===== src/rtl/core/tty_canonical_line_editor_assert.svh =====
// assertion macros of the line editor rtl, included by the engine
`ifndef TTY_CANONICAL_LINE_EDITOR_ASSERT_SVH
`define TTY_CANONICAL_LINE_EDITOR_ASSERT_SVH

// condition that holds at every edge out of reset
`define TCE_ASSERT_ALWAYS(lbl, cond, msg) \
	lbl: assert property (@(posedge clk) disable iff (!arst_n) (cond)) \
	else $error(msg);

// consequent in the same cycle as the antecedent
`define TCE_ASSERT_SAME(lbl, ante, cons, msg) \
	lbl: assert property (@(posedge clk) disable iff (!arst_n) (ante) |-> (cons)) \
	else $error(msg);

// consequent in the cycle after the antecedent
`define TCE_ASSERT_NEXT(lbl, ante, cons, msg) \
	lbl: assert property (@(posedge clk) disable iff (!arst_n) (ante) |=> (cons)) \
	else $error(msg);

`endif


===== src/rtl/core/tce_pkg.sv =====
// types and constants of the canonical line editor
`timescale 1ns / 1ps
package tce_pkg;

	// buffer geometry
	localparam int BUFFER_DEPTH = 256;
	localparam int PTR_W        = $clog2(BUFFER_DEPTH);
	localparam int CNT_W        = $clog2(BUFFER_DEPTH + 1);
	localparam int MAX_RESULTS  = 64;
	localparam int READY_MAX    = 511;

	// apb register map
	localparam int ADDR_W = 5;
	localparam int DATA_W = 32;
	localparam logic [2:0] REG_CANONICAL = 3'd0;
	localparam logic [2:0] REG_ERASE     = 3'd1;
	localparam logic [2:0] REG_EOF       = 3'd2;
	localparam logic [2:0] REG_NL_TO_CR  = 3'd3;
	localparam logic [2:0] REG_CR_TO_NL  = 3'd4;
	localparam logic [2:0] REG_FOLD      = 3'd5;

	// register reset values
	localparam logic [7:0] ERASE_RESET = 8'd8;
	localparam logic [7:0] EOF_RESET   = 8'd4;

	// character codes
	localparam logic [7:0] CHAR_LF = 8'h0A;
	localparam logic [7:0] CHAR_CR = 8'h0D;
	localparam logic [7:0] CHAR_UA = 8'h41;
	localparam logic [7:0] CHAR_UZ = 8'h5A;
	localparam logic [7:0] CASE_OFFSET = 8'h20;

	// operation codes
	localparam logic [1:0] OP_PUSH = 2'd0;
	localparam logic [1:0] OP_READ = 2'd1;
	localparam logic [1:0] OP_POLL = 2'd2;

	// result status codes
	localparam logic [2:0] RS_DATA   = 3'd0;
	localparam logic [2:0] RS_ACCEPT = 3'd1;
	localparam logic [2:0] RS_FULL   = 3'd2;
	localparam logic [2:0] RS_NONE   = 3'd3;
	localparam logic [2:0] RS_EOF    = 3'd4;
	localparam logic [2:0] RS_POLL   = 3'd5;

	typedef struct packed {
		logic       canonical_mode;
		logic [7:0] erase_char;
		logic [7:0] eof_char;
		logic       map_nl_to_cr;
		logic       map_cr_to_nl;
		logic       fold_upper_to_lower;
	} cfg_t;

	typedef struct packed {
		logic [1:0] operation;
		logic [7:0] char_in;
		logic [6:0] max_len;
	} cmd_t;

	typedef struct packed {
		logic [2:0] status;
		logic [7:0] data_char;
		logic [8:0] ready_length;
		logic       last;
	} rsp_t;

endpackage


===== src/rtl/core/tce_ram.sv =====
// generic single-clock ram, one write port, one registered read port
`timescale 1ns / 1ps
module tce_ram #(
	parameter int WIDTH = 8,
	parameter int DEPTH = 256
) (
	input  logic                     clk,
	input  logic                     we,
	input  logic [$clog2(DEPTH)-1:0] waddr,
	input  logic [WIDTH-1:0]         wdata,
	input  logic [$clog2(DEPTH)-1:0] raddr,
	output logic [WIDTH-1:0]         rdata
);

	logic [WIDTH-1:0] mem [DEPTH];

	// write and registered read
	always_ff @(posedge clk) begin
		if (we) begin
			mem[waddr] <= wdata;
		end
		rdata <= mem[raddr];
	end

endmodule


===== src/rtl/core/tce_cfg_regs.sv =====
// apb configuration registers of the line editor
`timescale 1ns / 1ps
module tce_cfg_regs
	import tce_pkg::*;
(
	input  logic              clk,
	input  logic              arst_n,
	input  logic              psel,
	input  logic              penable,
	input  logic              pwrite,
	input  logic [ADDR_W-1:0] paddr,
	input  logic [DATA_W-1:0] pwdata,
	output logic [DATA_W-1:0] prdata,
	output logic              pready,
	output cfg_t              cfg
);

	cfg_t       cfg_q;
	logic       wr_en;
	logic [2:0] reg_idx;

	assign pready  = 1'b1;
	assign wr_en   = psel && penable && pwrite;
	assign reg_idx = paddr[ADDR_W-1:2];
	assign cfg     = cfg_q;

	// register writes
	always_ff @(posedge clk or negedge arst_n) begin
		if (!arst_n) begin
			cfg_q.canonical_mode      <= 1'b1;
			cfg_q.erase_char          <= ERASE_RESET;
			cfg_q.eof_char            <= EOF_RESET;
			cfg_q.map_nl_to_cr        <= 1'b0;
			cfg_q.map_cr_to_nl        <= 1'b0;
			cfg_q.fold_upper_to_lower <= 1'b0;
		end else if (wr_en) begin
			unique case (reg_idx)
				REG_CANONICAL: cfg_q.canonical_mode      <= pwdata[0];
				REG_ERASE:     cfg_q.erase_char          <= pwdata[7:0];
				REG_EOF:       cfg_q.eof_char            <= pwdata[7:0];
				REG_NL_TO_CR:  cfg_q.map_nl_to_cr        <= pwdata[0];
				REG_CR_TO_NL:  cfg_q.map_cr_to_nl        <= pwdata[0];
				REG_FOLD:      cfg_q.fold_upper_to_lower <= pwdata[0];
				default: ;
			endcase
		end
	end

	// read mux
	always_comb begin
		unique case (reg_idx)
			REG_CANONICAL: prdata = DATA_W'(cfg_q.canonical_mode);
			REG_ERASE:     prdata = DATA_W'(cfg_q.erase_char);
			REG_EOF:       prdata = DATA_W'(cfg_q.eof_char);
			REG_NL_TO_CR:  prdata = DATA_W'(cfg_q.map_nl_to_cr);
			REG_CR_TO_NL:  prdata = DATA_W'(cfg_q.map_cr_to_nl);
			REG_FOLD:      prdata = DATA_W'(cfg_q.fold_upper_to_lower);
			default:       prdata = '0;
		endcase
	end

endmodule


===== src/rtl/core/tce_engine.sv =====
// line buffer engine: push, editing pass and read-out over the buffer ram
`timescale 1ns / 1ps
`include "tty_canonical_line_editor_assert.svh"
module tce_engine
	import tce_pkg::*;
(
	input  logic clk,
	input  logic arst_n,
	input  cfg_t cfg,
	input  logic start,
	output logic busy,
	input  cmd_t cmd,
	output rsp_t rsp,
	output logic rsp_valid
);

	typedef enum logic [1:0] {S_IDLE, S_PASS, S_EMIT} state_t;

	localparam int MIN_W = (CNT_W > 7) ? CNT_W : 7;
	localparam int SAT_W = (CNT_W > 9) ? CNT_W : 9;

	state_t           state_q;
	logic [PTR_W-1:0] head_q, tail_q, rd_ptr_q, wr_ptr_q;
	logic [CNT_W-1:0] count_q, iss_cnt_q, wr_cnt_q, ready_q;
	logic             eof_q, have_end_q, is_poll_q, vld_s1_q;
	logic [6:0]       lim_q, len_q, em_iss_q, em_out_q;
	rsp_t             rsp_q;
	logic             rsp_valid_q;

	logic             accept, full, pass_issue, pass_done, em_issue, em_last;
	logic             active, erase_hit;
	logic [6:0]       lim_sat;
	logic [7:0]       c_out;
	logic             ram_we;
	logic [PTR_W-1:0] ram_waddr;
	logic [7:0]       ram_wdata, ram_rdata;

	function automatic logic [PTR_W-1:0] ptr_inc(input logic [PTR_W-1:0] p);
		return (p == PTR_W'(BUFFER_DEPTH - 1)) ? '0 : p + PTR_W'(1);
	endfunction

	function automatic logic [PTR_W-1:0] ptr_dec(input logic [PTR_W-1:0] p);
		return (p == '0) ? PTR_W'(BUFFER_DEPTH - 1) : p - PTR_W'(1);
	endfunction

	// newline and return mapping, then case folding
	function automatic logic [7:0] translate(input logic [7:0] c, input cfg_t f);
		logic [7:0] m;
		m = c;
		if (f.map_nl_to_cr && c == CHAR_LF) begin
			m = CHAR_CR;
		end else if (f.map_cr_to_nl && c == CHAR_CR) begin
			m = CHAR_LF;
		end
		if (f.fold_upper_to_lower && m >= CHAR_UA && m <= CHAR_UZ) begin
			m = m + CASE_OFFSET;
		end
		return m;
	endfunction

	function automatic logic [6:0] min_len(input logic [CNT_W-1:0] a, input logic [6:0] lim);
		logic [MIN_W-1:0] a_w;
		logic [MIN_W-1:0] l_w;
		a_w = MIN_W'(a);
		l_w = MIN_W'(lim);
		return (a_w < l_w) ? a_w[6:0] : lim;
	endfunction

	function automatic logic [8:0] sat_len(input logic [CNT_W-1:0] v);
		logic [SAT_W-1:0] v_w;
		v_w = SAT_W'(v);
		return (v_w > SAT_W'(READY_MAX)) ? 9'(READY_MAX) : v_w[8:0];
	endfunction

	function automatic rsp_t mk_rsp(input logic [2:0] st, input logic [7:0] ch,
			input logic [8:0] rl, input logic lst);
		rsp_t r;
		r.status       = st;
		r.data_char    = ch;
		r.ready_length = rl;
		r.last         = lst;
		return r;
	endfunction

	// handshake and sequencing terms
	assign busy       = (state_q != S_IDLE);
	assign accept     = start && !busy;
	assign full       = (count_q == CNT_W'(BUFFER_DEPTH));
	assign lim_sat    = (cmd.max_len > 7'(MAX_RESULTS)) ? 7'(MAX_RESULTS) : cmd.max_len;
	assign pass_issue = (iss_cnt_q != count_q);
	assign pass_done  = !pass_issue && !vld_s1_q;
	assign em_issue   = (em_iss_q != len_q);
	assign em_last    = ((em_out_q + 7'd1) == len_q);
	assign rsp        = rsp_q;
	assign rsp_valid  = rsp_valid_q;

	// edit of the byte coming back from the ram
	assign active    = !have_end_q && !eof_q;
	assign erase_hit = active && (wr_cnt_q != '0) && (ram_rdata == cfg.erase_char);
	assign c_out     = active ? translate(ram_rdata, cfg) : ram_rdata;

	// ram write port: push appends, editing pass writes back compacted
	always_comb begin
		ram_we    = 1'b0;
		ram_waddr = tail_q;
		ram_wdata = cmd.char_in;
		if (state_q == S_IDLE && accept && cmd.operation == OP_PUSH && !full) begin
			ram_we = 1'b1;
		end else if (state_q == S_PASS && vld_s1_q && !erase_hit) begin
			ram_we    = 1'b1;
			ram_waddr = wr_ptr_q;
			ram_wdata = c_out;
		end
	end

	tce_ram #(
		.WIDTH(8),
		.DEPTH(BUFFER_DEPTH)
	) u_buf (
		.clk  (clk),
		.we   (ram_we),
		.waddr(ram_waddr),
		.wdata(ram_wdata),
		.raddr(rd_ptr_q),
		.rdata(ram_rdata)
	);

	// sequencer with registered results
	always_ff @(posedge clk or negedge arst_n) begin
		if (!arst_n) begin
			state_q     <= S_IDLE;
			head_q      <= '0;
			tail_q      <= '0;
			rd_ptr_q    <= '0;
			wr_ptr_q    <= '0;
			count_q     <= '0;
			iss_cnt_q   <= '0;
			wr_cnt_q    <= '0;
			ready_q     <= '0;
			eof_q       <= 1'b0;
			have_end_q  <= 1'b0;
			is_poll_q   <= 1'b0;
			vld_s1_q    <= 1'b0;
			lim_q       <= '0;
			len_q       <= '0;
			em_iss_q    <= '0;
			em_out_q    <= '0;
			rsp_q       <= '0;
			rsp_valid_q <= 1'b0;
		end else begin
			rsp_valid_q <= 1'b0;
			unique case (state_q)
				S_IDLE: begin
					vld_s1_q <= 1'b0;
					if (accept) begin
						// set up for an editing pass or a read-out
						rd_ptr_q   <= head_q;
						wr_ptr_q   <= head_q;
						iss_cnt_q  <= '0;
						wr_cnt_q   <= '0;
						have_end_q <= 1'b0;
						ready_q    <= '0;
						lim_q      <= lim_sat;
						em_iss_q   <= '0;
						em_out_q   <= '0;
						is_poll_q  <= (cmd.operation == OP_POLL);
						priority if (cmd.operation == OP_PUSH) begin
							rsp_valid_q <= 1'b1;
							if (full) begin
								rsp_q <= mk_rsp(RS_FULL, 8'd0, 9'd0, 1'b1);
							end else begin
								rsp_q   <= mk_rsp(RS_ACCEPT, 8'd0, 9'd0, 1'b1);
								count_q <= count_q + CNT_W'(1);
								tail_q  <= ptr_inc(tail_q);
							end
						end else if (cmd.operation == OP_POLL) begin
							if (cfg.canonical_mode) begin
								state_q <= S_PASS;
							end else begin
								rsp_q       <= mk_rsp(RS_POLL, 8'd0, sat_len(count_q), 1'b1);
								rsp_valid_q <= 1'b1;
							end
						end else if (cmd.operation != OP_READ || cmd.max_len == '0) begin
							rsp_q       <= mk_rsp(RS_NONE, 8'd0, 9'd0, 1'b1);
							rsp_valid_q <= 1'b1;
						end else if (eof_q) begin
							rsp_q       <= mk_rsp(RS_EOF, 8'd0, 9'd0, 1'b1);
							rsp_valid_q <= 1'b1;
						end else if (cfg.canonical_mode) begin
							state_q <= S_PASS;
						end else if (count_q == '0) begin
							rsp_q       <= mk_rsp(RS_NONE, 8'd0, 9'd0, 1'b1);
							rsp_valid_q <= 1'b1;
						end else begin
							len_q   <= min_len(count_q, lim_sat);
							state_q <= S_EMIT;
						end
					end
				end
				S_PASS: begin
					// read side runs one entry ahead of the write-back
					if (pass_issue) begin
						rd_ptr_q  <= ptr_inc(rd_ptr_q);
						iss_cnt_q <= iss_cnt_q + CNT_W'(1);
					end
					vld_s1_q <= pass_issue;
					if (vld_s1_q) begin
						if (erase_hit) begin
							wr_ptr_q <= ptr_dec(wr_ptr_q);
							wr_cnt_q <= wr_cnt_q - CNT_W'(1);
						end else begin
							wr_ptr_q <= ptr_inc(wr_ptr_q);
							wr_cnt_q <= wr_cnt_q + CNT_W'(1);
							if (active) begin
								if (c_out == CHAR_LF) begin
									have_end_q <= 1'b1;
									ready_q    <= wr_cnt_q + CNT_W'(1);
								end else if (c_out == cfg.eof_char) begin
									have_end_q <= 1'b1;
									ready_q    <= wr_cnt_q;
									eof_q      <= 1'b1;
								end
							end
						end
					end
					// pass finished: commit length and answer or start read-out
					if (pass_done) begin
						count_q <= wr_cnt_q;
						tail_q  <= wr_ptr_q;
						if (is_poll_q) begin
							rsp_q       <= mk_rsp(RS_POLL, 8'd0, sat_len(ready_q), 1'b1);
							rsp_valid_q <= 1'b1;
							state_q     <= S_IDLE;
						end else if (ready_q == '0) begin
							rsp_q       <= mk_rsp(eof_q ? RS_EOF : RS_NONE, 8'd0, 9'd0, 1'b1);
							rsp_valid_q <= 1'b1;
							state_q     <= S_IDLE;
						end else begin
							len_q    <= min_len(ready_q, lim_q);
							rd_ptr_q <= head_q;
							em_iss_q <= '0;
							em_out_q <= '0;
							state_q  <= S_EMIT;
						end
					end
				end
				S_EMIT: begin
					// one data beat per cycle from the head of the buffer
					if (em_issue) begin
						rd_ptr_q <= ptr_inc(rd_ptr_q);
						em_iss_q <= em_iss_q + 7'd1;
					end
					vld_s1_q <= em_issue;
					if (vld_s1_q) begin
						rsp_q       <= mk_rsp(RS_DATA, ram_rdata, 9'd0, em_last);
						rsp_valid_q <= 1'b1;
						head_q      <= ptr_inc(head_q);
						count_q     <= count_q - CNT_W'(1);
						em_out_q    <= em_out_q + 7'd1;
						if (em_last) begin
							state_q <= S_IDLE;
						end
					end
				end
				default: state_q <= S_IDLE;
			endcase
		end
	end

	`TCE_ASSERT_ALWAYS(a_count_bound, count_q <= CNT_W'(BUFFER_DEPTH), "fill count beyond depth")
	`TCE_ASSERT_SAME(a_write_behind, state_q == S_PASS, wr_cnt_q <= iss_cnt_q, "write-back overtook read")
	`TCE_ASSERT_NEXT(a_emit_beat, state_q == S_EMIT && vld_s1_q, rsp_valid_q && rsp_q.status == RS_DATA, "read data beat missing")
	`TCE_ASSERT_NEXT(a_push_grows, accept && cmd.operation == OP_PUSH && !full, count_q == $past(count_q) + CNT_W'(1), "push did not grow buffer")
	`TCE_ASSERT_SAME(a_idle_quiet, state_q == S_IDLE, !vld_s1_q, "ram read pending in idle")

endmodule


===== src/rtl/core/tty_canonical_line_editor.sv =====
// top level of the canonical terminal line editor
//
//  channel   signals                                   handshake
//  config    psel penable pwrite paddr pwdata prdata   apb, pready always high
//  command   start busy cmd                            taken when start and not busy
//  result    rsp rsp_valid                             one cycle strobe, no back-pressure
//
// a push goes to the buffer directly and its result follows on the next cycle
// a canonical read or poll walks the buffer ram once, through the single read port of
// the buffer; a read then sends out its bytes one by one from the head of the buffer
// a non-canonical read skips the walk; busy is high for the whole walk and read-out
// reset clears counts, pointers and the end-of-file flag; buffer contents are not cleared
// results are strobed once and cannot be held off
`timescale 1ns / 1ps
module tty_canonical_line_editor
	import tce_pkg::*;
(
	input  logic              clk,
	input  logic              arst_n,
	input  logic              psel,
	input  logic              penable,
	input  logic              pwrite,
	input  logic [ADDR_W-1:0] paddr,
	input  logic [DATA_W-1:0] pwdata,
	output logic [DATA_W-1:0] prdata,
	output logic              pready,
	input  logic              start,
	output logic              busy,
	input  cmd_t              cmd,
	output rsp_t              rsp,
	output logic              rsp_valid
);

	cfg_t cfg;

	// configuration registers
	tce_cfg_regs u_cfg (
		.clk    (clk),
		.arst_n (arst_n),
		.psel   (psel),
		.penable(penable),
		.pwrite (pwrite),
		.paddr  (paddr),
		.pwdata (pwdata),
		.prdata (prdata),
		.pready (pready),
		.cfg    (cfg)
	);

	// buffer engine
	tce_engine u_engine (
		.clk      (clk),
		.arst_n   (arst_n),
		.cfg      (cfg),
		.start    (start),
		.busy     (busy),
		.cmd      (cmd),
		.rsp      (rsp),
		.rsp_valid(rsp_valid)
	);

endmodule


===== config.mk =====
export PLATFORM = sky130hd
export DESIGN_NAME = tty_canonical_line_editor
export DESIGN_NICKNAME = d
export VERILOG_FILES = /design/src/rtl/core/tce_pkg.sv /design/src/rtl/core/tce_ram.sv /design/src/rtl/core/tce_cfg_regs.sv /design/src/rtl/core/tce_engine.sv /design/src/rtl/core/tty_canonical_line_editor.sv
export VERILOG_INCLUDE_DIRS = /design/src /design/src/rtl/core
export SDC_FILE = /design/constraint.sdc
export NUM_CORES = 2
export LEC_CHECK = 0
export ABC_AREA = 1
export BUFFER_PORTS_ARGS = -buffer_cell sky130_fd_sc_hd__buf_2
export CORE_MARGIN = 4
export CORE_UTILIZATION = 60
export DETAILED_ROUTE_END_ITERATION = 12
export PLACE_DENSITY = 0.76
export SETUP_SLACK_MARGIN = 0.05
export SYNTH_ARGS = -nofsm -noshare
export SYNTH_HDL_FRONTEND = slang
export SYNTH_SLANG_ARGS = --single-unit

===== constraint.sdc =====
create_clock -name clk -period 18.7 [get_ports clk]
set_input_delay 2.805 -clock clk [delete_from_list [all_inputs] [get_ports clk]]
set_output_delay 2.805 -clock clk [all_outputs]
set_load 0.005 [all_outputs]

==> results.toml <==
[clock_network]
cts.repair.resized = 0
post_cts_buffers = 0
cts_tree = "built"
insertion_delay_ps = 860
clock_sinks = 2200
cts_made_buffers = 203
hold_buffers = 0
cts-root-buf = "clkbuf_16"
cts_htree_levels = 4
path_clk_slew_ps = 70
clock_path_buffers = 3

[placement]
dpl.cell_count = 9393
portBuffers = 64
place.gp.congestion = 0.9084
placed_area_um2 = 92950
hpwl_um = 128500

[worst_setup_path]
critPathMaxFanout = 6
critPathMaxStageDelay_ps = 450
critPathKind = "in -> out"
cp_cell_sequence = "buf_2 > inv_1 > nor3_1 > inv_1 > o22ai_1 > buf_2"
r2r-start = "u_engine.rd_ptr_q[1]$_DFFE_PN0P_"
end_kind = "primary output"
slowest_stage = "nor3_1"
r2r_end = "u_engine.u_buf.rdata[3]$_DFF_P_"
arrival_ps = 3990
r2r_slack_ps = 13160
cp.required_ps = 15890
crit_path_start_kind = "input port"
crit_start = "paddr[3]"
r2r_cells = 12
endpoint = "prdata[2]"

[timing]
worst_pin_slew_ps = 1298
final_hold_viol_count = 0
finalSetupTns_ps = 0
slew_viol_final = 0
setup_viol = 0
maxSlewHeadroom = 0.1319
max_freq_ghz = 0.1472
fin_skew_ps = 44.42
min_period_ps = 6792
fin_crit_sh = 0.3632
rsz0062_at_grt = "no"

[logic_synthesis]
ys_ff_latch = 2200
syn_inst = 7756
synth_cell_types = 53
synth-warning-count = 0
synth_flop_cell = "edfxtp_1"
synthArstFlopShare = 0.06545
synth_edf_count = 2048
syn-cell-area_um2 = 91520
avgSynthCellArea_um2 = 11.80
ys_seq_area_frac = 0.7131

[global_route]
grt_pass1_vias = 59590
grt_start_max_net_pins = 229
antenna_found_initial = 2
grt_pass1_wl_um = 356400
grt_use_total = 0.2954
grt.overflow.total = 0

[worst_hold_path]
min_from = "u_engine.have_end_q$_DFFE_PN0P_"
hp-class = "reg -> reg"

[power_and_ir_drop]
seqPwrFrac = 0.394
p_sw_frac = 0.3750
power_leakage_nw = 33.13
p_per_area_nw_per_um2 = 147.0
intPower_w = 0.009163
p_comb_frac = 0.322
power_w = 0.01466
switching_power_w = 0.005498
ir_drop_v = 0.0001259
clkPwrFrac = 0.285

[finish]
utilization = 0.6572
fin_area_um2 = 99710
layout-drive-gt1-share = 0.06743
final_common_cell = "edfxtp_1"
layout_common_cells = "edfxtp_1, nor2_1, o21ai_0"
stdcell_count = 9775
syn2layout_area_growth_pct = 8.948
nets = 7664

[detailed_routing]
drt-vias-per-instance = 6.432
drtIter0Drc = 9734
ant_nets = 0
drc = 1
wl_per_cell_um = 24.45
wl_um = 239000
vias = 62870
dr.pass1.iters = 12

[floorplan]
die_y_um = 398.6
io-pin-count = 116
die_w_um = 398.6
initial_core_util = 0.6032
std_cell_rows = 143
coreArea_um2 = 151700
die_area_um2 = 158900

[run]
drv_cap = 0

[outcome]
violations = "DRC"
status = "complete, but fails checks"
Yosys cell counts, types with 12 or more instances:
master / n / area share
o21ai_0: 1238 / 0.068
o31ai_1: 15 / 0.0012
clkbuf_1: 415 / 0.017
nor3_1: 29 / 0.0016
xor2_1: 42 / 0.0040
buf_4: 32 / 0.0026
o22ai_1: 504 / 0.034
inv_2: 12 / 0.00049
a21oi_1: 60 / 0.0033
buf_1: 51 / 0.0021
nand3_1: 428 / 0.023
nand4_1: 21 / 0.0014
nand2_2: 28 / 0.0019
nor2_1: 1495 / 0.061
dfrtp_1: 141 / 0.039
edfxtp_1: 2048 / 0.67
o211ai_1: 45 / 0.0037
nand2_1: 691 / 0.028
buf_2: 38 / 0.0021
ha_1: 35 / 0.0048
buf_6: 15 / 0.0018
inv_1: 176 / 0.0072
a31oi_1: 19 / 0.0013
o221ai_1: 60 / 0.0057
worst max-delay path: cells and delay by family:
| kind | cells | cell delay, ps |
|---|---|---|
| compound gates | 1 | 210 |
| buf+inv | 4 | 530 |
| simple gates | 1 | 450 |
metal layers:
metal  wire, um  vias up  GRT usage  share of wire
li1           -    27790          -              -
met1      87610    30250     0.4030           0.37
met2     111300     4211     0.4612           0.47
met3      30130      620    0.06796           0.13
met4      10040        2     0.1272          0.042
met5         13        -          0       0.000054
power groups by stage:
stage	Combinational (W)	Sequential, W	Clock (W)
global route	0.00512	0.00578	0.00440
CTS	0.00458	0.00576	0.00419
floorplan	0.00317	0.00582	0
finish	0.00472	0.00577	0.00417
detailed placement	0.00455	0.00586	0
global placement	0.00442	0.00586	0
sequential cells by signal, summed over array words and instances, names as in the netlist:
signal                count
u_cfg.cfg                20
u_engine.rsp             21
u_engine.ready_q          9
u_engine.rd_ptr_q         8
u_engine.u_buf.rdata      8
u_engine.wr_cnt_q         9
u_engine.iss_cnt_q        9
u_engine.em_out_q         7
u_engine.em_iss_q         7
u_engine.tail_q           8
u_engine.have_end_q       1
u_engine.state_q          2
u_engine.rsp_valid        1
u_engine.lim_q            7
u_engine.head_q           8
u_engine.vld_s1_q         1
u_engine.eof_q            1
u_engine.is_poll_q        1
u_engine.u_buf.mem     2048
u_engine.wr_ptr_q         8
u_engine.count_q          9
u_engine.len_q            7
kinds of logic (layout without fill, tap and decap cells):
family          count (synthesis)  count (layout)  share of synthesized area
simple gates                 2730            2730                     0.1214
buf+inv                       748             710                    0.03377
fa+ha+maj                      36              36                   0.005004
mux                             3               3                  0.0003691
xor+xnor                       52              52                   0.004976
flops                        2200            2200                     0.7131
other cells                     2              29                 0.00008206
compound gates               1985            1985                     0.1213
worst min path at each step:
stage,to,cells past startpoint,slack [ps]
6_report,u_engine.have_end_q$_DFFE_PN0P_,2,480
3_3_place_gp,u_engine.rsp[12]$_DFFE_PN0P_,2,460
3_5_place_dp,u_engine.have_end_q$_DFFE_PN0P_,2,460
5_1_grt,u_engine.rsp[12]$_DFFE_PN0P_,2,490
4_1_cts,u_engine.rsp[12]$_DFFE_PN0P_,2,480
2_1_floorplan,u_engine.have_end_q$_DFFE_PN0P_,2,440
stage by stage:
| stage | worst slack, ps | hold WS, ps |
|---|---|---|
| floorplan | 3111 | 442.9 |
| global placement | 11930 | 459.8 |
| detailed placement | 11780 | 464.1 |
| CTS | 11920 | 480.2 |
| global route | 11710 | 494.3 |
| finish | 11910 | 479.6 |
layout make-up:
type / instances / area (um2)
Timing Repair Buffer: 137 / 1012
Clock buffer: 249 / 5314
Fill cell: 10700 / 52010
Clock inverter: 129 / 1434
Inverter: 195 / 757.0
Tap cell: 2030 / 2540
Sequential cell: 2200 / 65280
Multi-Input combinational cell: 4831 / 23360
Antenna cell: 4 / 10.01
(Power assumes the default switching activity.)
